## config.mk

```make
export PLATFORM = sky130hd
export DESIGN_NAME = premultiplied_source_over_blend_unit
export DESIGN_NICKNAME = d
export VERILOG_FILES = /design/src/rtl/psob_pkg.sv /design/src/rtl/premultiplied_source_over_blend_unit.sv /design/src/rtl/psob_src_scale.sv /design/src/rtl/psob_dst_blend.sv
export SDC_FILE = /design/constraint.sdc
export NUM_CORES = 2
export LEC_CHECK = 0
export ABC_AREA = 1
export BUFFER_PORTS_ARGS = -buffer_cell sky130_fd_sc_hd__buf_2
export CAP_MARGIN = 20
export CORE_MARGIN = 1.5
export CORE_UTILIZATION = 40
export CTS_CLUSTER_SIZE = 25
export DETAILED_ROUTE_END_ITERATION = 16
export HOLD_SLACK_MARGIN = 0.06
export PLACE_DENSITY = 0.54
export RECOVER_POWER = 100
export SYNTH_ARGS = -nofsm -noshare
export SYNTH_HDL_FRONTEND = slang
export SYNTH_SLANG_ARGS = --single-unit
```

## constraint.sdc

```tcl
create_clock -name clock -period 6.65 [get_ports clock]
set_input_delay 0 -clock clock [delete_from_list [all_inputs] [get_ports clock]]
set_output_delay 0 -clock clock [all_outputs]
set_load 0.005 [all_outputs]
```

## src/rtl/psob_pkg.sv

```systemverilog
// Shared types and channel arithmetic for the source-over blend pipeline.
// No dependencies; imported by every module of the block.
package psob_pkg;

   localparam int unsigned PixelWidth = 32;
   localparam int unsigned ChanWidth  = 8;
   localparam int unsigned NumChans   = PixelWidth / ChanWidth;
   localparam int unsigned ProdWidth  = 2 * ChanWidth;

   localparam logic [ChanWidth-1:0]  ChanFull   = 8'hff;
   localparam logic [ProdWidth:0]    RoundHalf  = 17'h00080;
   localparam logic [PixelWidth-1:0] ChanMask   = 32'h00ff00ff;

   typedef logic [PixelWidth-1:0] pixel_type;
   typedef logic [ChanWidth-1:0]  chan_type;
   typedef logic [ProdWidth-1:0]  prod_type;

   // Beat passed from the source scaling half to the blending half.
   typedef struct packed {
      pixel_type src;       // source, scaled by the constant alpha where needed
      pixel_type dst;
      chan_type  inv_alpha; // 255 minus the (scaled) source alpha
      logic      zero_src;
      logic      pass_src;
      logic      span_end;
   } psob_item_type;

   // Divide-by-255 approximation: (t + (t >> 8) + 128) >> 8.
   function automatic chan_type chan_round(input prod_type t);
      logic [ProdWidth:0] sum;
      sum = {1'b0, t} + {9'd0, t[ProdWidth-1:ChanWidth]} + RoundHalf;
      return sum[ProdWidth-1:ChanWidth];
   endfunction

   // Per-byte add, wrapping in each channel.
   function automatic pixel_type byte_add(input pixel_type x, input pixel_type y);
      pixel_type lo;
      pixel_type hi;
      lo = (x & ChanMask) + (y & ChanMask);
      hi = ((x >> ChanWidth) & ChanMask) + ((y >> ChanWidth) & ChanMask);
      return (lo & ChanMask) | ((hi & ChanMask) << ChanWidth);
   endfunction

endpackage

```

## src/rtl/premultiplied_source_over_blend_unit.sv

```systemverilog
// Source-over compositing of premultiplied ARGB32 pixels with a global opacity.
// Top level; depends on psob_pkg, psob_src_scale and psob_dst_blend.
//
// Each request beat carries one premultiplied source pixel, the destination
// pixel and a span marker; each response beat carries the composited pixel,
// a flag that is set when the source was all zero (destination kept as is)
// and the span marker. The block takes one beat per clock while the response
// side accepts beats, and presents the result on the response port through
// four register stages (the first captures the request): source times
// constant alpha, rounding and inverse alpha, destination times inverse
// alpha, and rounding with the per-byte wrapping add into the output
// register. Every stage carries its own valid bit, so back-pressure on the
// response side stalls the pipe without dropping or repeating a beat, and
// bubbles are squeezed out as they reach a stall. The constant alpha (reset
// value 255, fully opaque) is written through the csr port, which is always
// ready; write it only while no beat is in flight.
module premultiplied_source_over_blend_unit import psob_pkg::*; (
   input  logic      clock,
   input  logic      reset,
   // request channel
   input  logic      req_valid,
   output logic      req_ready,
   input  pixel_type req_source_pixel,
   input  pixel_type req_dest_pixel,
   input  logic      req_span_end,
   // response channel
   output logic      rsp_valid,
   input  logic      rsp_ready,
   output pixel_type rsp_blended_pixel,
   output logic      rsp_dest_untouched,
   output logic      rsp_span_end_out,
   // configuration: constant alpha
   input  logic      csr_valid,
   output logic      csr_ready,
   input  chan_type  csr_data
);

   chan_type      global_alpha_ff;
   logic          mid_valid;
   logic          mid_ready;
   psob_item_type mid_item;

   // Hold the global opacity; take every write at once.
   assign csr_ready = 1'b1;

   always_ff @(posedge clock) begin
      if (reset) begin
         global_alpha_ff <= ChanFull;
      end else if (csr_valid && csr_ready) begin
         global_alpha_ff <= csr_data;
      end
   end

   // Scale the source and work out the weight left for the destination.
   psob_src_scale u_src_scale (
      .clock        (clock),
      .reset        (reset),
      .up_valid     (req_valid),
      .up_ready     (req_ready),
      .up_src       (req_source_pixel),
      .up_dst       (req_dest_pixel),
      .up_span_end  (req_span_end),
      .global_alpha (global_alpha_ff),
      .down_valid   (mid_valid),
      .down_ready   (mid_ready),
      .down_item    (mid_item)
   );

   // Weight the destination, add the source and register the result.
   psob_dst_blend u_dst_blend (
      .clock         (clock),
      .reset         (reset),
      .up_valid      (mid_valid),
      .up_ready      (mid_ready),
      .up_item       (mid_item),
      .out_valid     (rsp_valid),
      .out_ready     (rsp_ready),
      .out_pixel     (rsp_blended_pixel),
      .out_untouched (rsp_dest_untouched),
      .out_span_end  (rsp_span_end_out)
   );

endmodule

```

## src/rtl/psob_src_scale.sv

```systemverilog
// Two pipeline stages: multiply the source channels by the constant alpha,
// then round and derive the inverse source alpha. Depends on psob_pkg.
module psob_src_scale import psob_pkg::*; (
   input  logic          clock,
   input  logic          reset,
   input  logic          up_valid,
   output logic          up_ready,
   input  pixel_type     up_src,
   input  pixel_type     up_dst,
   input  logic          up_span_end,
   input  chan_type      global_alpha,
   output logic          down_valid,
   input  logic          down_ready,
   output psob_item_type down_item
);

   // stage A
   logic      a_valid_ff;
   pixel_type a_src_ff;
   pixel_type a_dst_ff;
   prod_type  a_prod_ff [NumChans];
   logic      a_full_ff;
   logic      a_zero_ff;
   logic      a_pass_ff;
   logic      a_end_ff;
   // stage B
   logic          b_valid_ff;
   psob_item_type b_item_ff;
   psob_item_type b_item_in;

   logic a_en;
   logic b_en;

   assign b_en     = !b_valid_ff || down_ready;
   assign a_en     = !a_valid_ff || b_en;
   assign up_ready = a_en;

   always_ff @(posedge clock) begin
      if (reset) begin
         a_valid_ff <= 1'b0;
      end else if (a_en) begin
         a_valid_ff <= up_valid;
      end
      if (a_en && up_valid) begin
         for (int i = 0; i < NumChans; i++) begin
            a_prod_ff[i] <= prod_type'(up_src[i*ChanWidth +: ChanWidth]) *
                            prod_type'(global_alpha);
         end
         a_src_ff  <= up_src;
         a_dst_ff  <= up_dst;
         a_full_ff <= (global_alpha == ChanFull);
         a_zero_ff <= (up_src == '0);
         a_pass_ff <= (global_alpha == ChanFull) &&
                      (up_src[PixelWidth-1 -: ChanWidth] == ChanFull);
         a_end_ff  <= up_span_end;
      end
   end

   always_comb begin
      pixel_type scaled;
      scaled = '0;
      for (int i = 0; i < NumChans; i++) begin
         scaled[i*ChanWidth +: ChanWidth] = chan_round(a_prod_ff[i]);
      end
      b_item_in.src       = a_full_ff ? a_src_ff : scaled;
      b_item_in.dst       = a_dst_ff;
      b_item_in.inv_alpha = ChanFull - b_item_in.src[PixelWidth-1 -: ChanWidth];
      b_item_in.zero_src  = a_zero_ff;
      b_item_in.pass_src  = a_pass_ff;
      b_item_in.span_end  = a_end_ff;
   end

   always_ff @(posedge clock) begin
      if (reset) begin
         b_valid_ff <= 1'b0;
      end else if (b_en) begin
         b_valid_ff <= a_valid_ff;
      end
      if (b_en && a_valid_ff) begin
         b_item_ff <= b_item_in;
      end
   end

   assign down_valid = b_valid_ff;
   assign down_item  = b_item_ff;

endmodule

```

## src/rtl/psob_dst_blend.sv

```systemverilog
// Two pipeline stages: multiply the destination by the inverse source alpha,
// then round, add the source and pick the result. Depends on psob_pkg.
module psob_dst_blend import psob_pkg::*; (
   input  logic          clock,
   input  logic          reset,
   input  logic          up_valid,
   output logic          up_ready,
   input  psob_item_type up_item,
   output logic          out_valid,
   input  logic          out_ready,
   output pixel_type     out_pixel,
   output logic          out_untouched,
   output logic          out_span_end
);

   // stage C
   logic      c_valid_ff;
   pixel_type c_src_ff;
   pixel_type c_dst_ff;
   prod_type  c_prod_ff [NumChans];
   logic      c_zero_ff;
   logic      c_pass_ff;
   logic      c_end_ff;
   // stage D (output register)
   logic      d_valid_ff;
   pixel_type d_pixel_ff;
   pixel_type d_pixel_in;
   logic      d_untouched_ff;
   logic      d_end_ff;

   logic c_en;
   logic d_en;

   assign d_en     = !d_valid_ff || out_ready;
   assign c_en     = !c_valid_ff || d_en;
   assign up_ready = c_en;

   always_ff @(posedge clock) begin
      if (reset) begin
         c_valid_ff <= 1'b0;
      end else if (c_en) begin
         c_valid_ff <= up_valid;
      end
      if (c_en && up_valid) begin
         for (int i = 0; i < NumChans; i++) begin
            c_prod_ff[i] <= prod_type'(up_item.dst[i*ChanWidth +: ChanWidth]) *
                            prod_type'(up_item.inv_alpha);
         end
         c_src_ff  <= up_item.src;
         c_dst_ff  <= up_item.dst;
         c_zero_ff <= up_item.zero_src;
         c_pass_ff <= up_item.pass_src;
         c_end_ff  <= up_item.span_end;
      end
   end

   always_comb begin
      pixel_type dst_scaled;
      dst_scaled = '0;
      for (int i = 0; i < NumChans; i++) begin
         dst_scaled[i*ChanWidth +: ChanWidth] = chan_round(c_prod_ff[i]);
      end
      if (c_zero_ff) begin
         d_pixel_in = c_dst_ff;
      end else if (c_pass_ff) begin
         d_pixel_in = c_src_ff;
      end else begin
         d_pixel_in = byte_add(c_src_ff, dst_scaled);
      end
   end

   always_ff @(posedge clock) begin
      if (reset) begin
         d_valid_ff <= 1'b0;
      end else if (d_en) begin
         d_valid_ff <= c_valid_ff;
      end
      if (d_en && c_valid_ff) begin
         d_pixel_ff     <= d_pixel_in;
         d_untouched_ff <= c_zero_ff;
         d_end_ff       <= c_end_ff;
      end
   end

   assign out_valid     = d_valid_ff;
   assign out_pixel     = d_pixel_ff;
   assign out_untouched = d_untouched_ff;
   assign out_span_end  = d_end_ff;

endmodule

```

==> out/results.txt <==
path depth of the worst reg2reg path -> 16
Post-route DRC -> 0
failing checks -> capacitance limit, slew limit
Syn Inst Count -> 3941
root buffer selected by CTS -> clkbuf_16
initial antenna violation count -> 1
Worst Skew -> 0.0235 ns
Tcrit/Tclk final -> 0.823
Hold Path Stages -> 2
syn_area_per_cell -> 8.86 um^2
Inserted Clock Buffers -> 45
maximum clock rate -> 183 MHz
Crit Path Category -> register to register
Hold Startpoint -> req_dest_pixel[6]
Hold WC Path Type -> input pin to register
Pwr Density -> 411 nW/um^2
Final Hold Viols -> 0
r2r setup slk -> 1.17 ns
H-Tree Depth -> 2
I/O Buffers -> 113
Rows -> 108
multi-input logic area -> 19100 um^2
Int Power -> 8.84 mW
GR Util All Layers -> 0.186
Async S/R FF share, synth -> 0
vias in the first global route -> 24883
largest net degree at the start of global routing -> 133
DRT Pass-1 Iters -> 5
Detail Placement HPWL -> 61200 um
clock group share of total power -> 0.158
commonest non-fill, non-tap cells in the layout -> 1007 x inv_1, 921 x nand2_1, 428 x ha_1
Reg-to-Reg End -> u_src_scale.a_prod_ff[3][12]
switch share -> 0.447
Vias/cell -> 4.67
nature of the critical path endpoint -> register
I/O pin total -> 115
layout cells sized above 1 -> 0.0456
CP Data Required Time -> 6.99 ns
Total Power -> 16.0 mW
Vias -> 24613
Worst Hold Endpoint -> u_src_scale.a_dst_ff[6]
Worst-Margin Slew -> 3.76 ns
Synth area leader -> edfxtp_1
worst slew margin relative to its limit -> -1.50
Peak supply drop -> 0.217 mV
Final nets -> 4880
routed len/inst -> 15.3 um
fin. max-slew vios -> 512
post-CTS setup buffer count -> 0
crit start category -> register
crit-path max FO -> 34
RSZ-0062 raised after global routing -> no
P&R area growth vs syn -> 11.3%
remaining antenna violation count -> 0
Psw -> 7.15 mW
Unique masters post-synth -> 54
first-pass GRT wire length -> 132000 um
die width -> 299 um
Post-synth top flop -> edfxtp_1
number of fill cells -> 8508
grt total ovfl -> 0
power share of the combinational group -> 0.596
status -> complete, but fails checks
P_leak -> 20.9 nW
die span in y -> 299 um
Initial Utilization -> 0.403
final setup TNS -> 0 ns
commonest non-fill, non-tap cell in the layout -> inv_1
Seq/Total Area, Yosys -> 0.327
Synth Cell Area -> 34900 um^2
first-iteration detailed-routing DRC count -> 1261
Worst-path clk slew -> 0.07 ns
Final Critical Period -> 5.48 ns
Routed WL -> 81000 um
CTS tree -> done
maxcap violations -> 10
Post-synth EDFFs -> 372
Yosys warning total -> 0
setup violators final -> 0
post-synth net total -> 4739
Seq pwr share -> 0.246
die area -> 89100 um^2
Yosys reg bits -> 384
register area -> 11400 um^2
clock buffer depth -> 3
Critical R2R Launch -> global_alpha_ff[6]
area share of the largest cell type after synthesis -> 0.320
Clock Sink Count -> 384
CTS Hold Bufs -> 94
core area -> 86600 um^2
Clk Latency, worst-skew pair -> 0.61 ns
PostCTS Resize Cnt -> 0
top post-synthesis cells by area -> edfxtp_1 32%, fa_1 17%, ha_1 15%
WP data arrival -> 5.82 ns
gpl congestion -> 0.848
## power groups by stage
stage	sequential (mW)	clock [mW]	combinational, mW
floorplan	3.79	0	7.55
global placement	3.98	0	9.56
detailed placement	3.98	0	9.62
CTS	3.94	2.60	9.76
global route	3.99	2.68	11.2
finish	3.93	2.52	9.53
## final cells by class
type,instances,share of cell area
multi-input combinational,2401,0.491
sequential,384,0.294
inverter,1014,0.0980
timing repair buffer,236,0.0419
tap,1155,0.0372
clock buffer,51,0.0301
clock inverter,33,0.00843
antenna,1,0.0000644
## worst max-delay path by stage
stage,endpoint,from,slack (ns)
global route,u_src_scale.a_prod_ff[3][12],global_alpha_ff[6],0.72
CTS,u_dst_blend.c_prod_ff[2][12],u_src_scale.down_item[6],1.72
floorplan,u_src_scale.a_dst_ff[0],u_dst_blend.out_valid,2.08
detailed placement,u_src_scale.a_prod_ff[3][12],global_alpha_ff[2],1.72
global placement,u_src_scale.a_prod_ff[3][12],global_alpha_ff[2],1.81
finish,u_src_scale.a_prod_ff[3][12],global_alpha_ff[6],1.17
## sequential cells by signal, indices dropped and copies added, names as in the netlist, 8 cells and up
register,cells
u_dst_blend.out_pixel,32
u_src_scale.a_dst_ff,32
u_dst_blend.c_prod_ff,64
u_src_scale.a_src_ff,32
u_dst_blend.c_dst_ff,32
u_dst_blend.c_src_ff,32
global_alpha_ff,8
u_src_scale.a_prod_ff,64
u_src_scale.down_item,75
## layer usage
layer | wire length (um) | global-route usage
met2 | 38800 | 0.318
met1 | 37900 | 0.250
met3 | 2390 | 0.0191
met5 | 0 | 0
met4 | 1920 | 0.0516
## metrics by stage
stage	instances	cell area, um^2	hold WS (ns)	setup slack (ns)	util
after global routing	5274	38900	0.0843	0.722	0.449
after CTS	5273	39100	0.0636	1.72	0.451
after floorplan	3941	34900	0.0691	2.08	-
final	5275	38900	0.114	1.17	0.449
after global placement	5095	36600	0.178	1.81	0.423
after detailed placement	5095	36600	0.178	1.72	0.423
## logic make-up (layout without fill, tap and decap cells)
kind of cell | Yosys count | in the layout | share of synthesized area
AO/OA/AOI/OAI | 354 | 354 | 0.0566
XOR/XNOR | 120 | 120 | 0.0301
adder cells (fa/ha/maj) | 720 | 720 | 0.321
buffers and inverters | 1156 | 1334 | 0.125
flip-flops | 384 | 384 | 0.327
other | 1 | 2 | 0.000107
AND/OR/NAND/NOR | 1206 | 1206 | 0.141
## critical path, cell delays in order, from the launching register on
cell and delay [ns]:
dfxtp_1 0.31, clkbuf_1 1.32, nand2_1 0.20, fa_1 0.57, fa_1 0.49, inv_1 0.05
fa_1 0.47, inv_1 0.05, fa_1 0.47, inv_1 0.04, ha_1 0.35, a21oi_1 0.18
inv_1 0.06, a31oi_1 0.21, o21ai_0 0.16, a21oi_1 0.18, xor2_1 0.09
## cell usage after synthesis, types with 6 or more instances
cell      count
a21o_1        9
a21oi_1     192
a31oi_1      18
buf_1        18
buf_2         6
clkbuf_1     92
clkbuf_2     25
dfxtp_1      12
edfxtp_1    372
fa_1        292
ha_1        428
inv_1      1007
inv_2         7
nand2_1     920
nand2_2       6
nand3_1      95
nand4_1      30
nor2_1      110
nor4_1        9
o21ai_0      59
o21ai_1      32
o21bai_1     13
or2_2         8
xnor2_1      35
xor2_1       85
No activity file was read; power rests on OpenSTA's default activity.
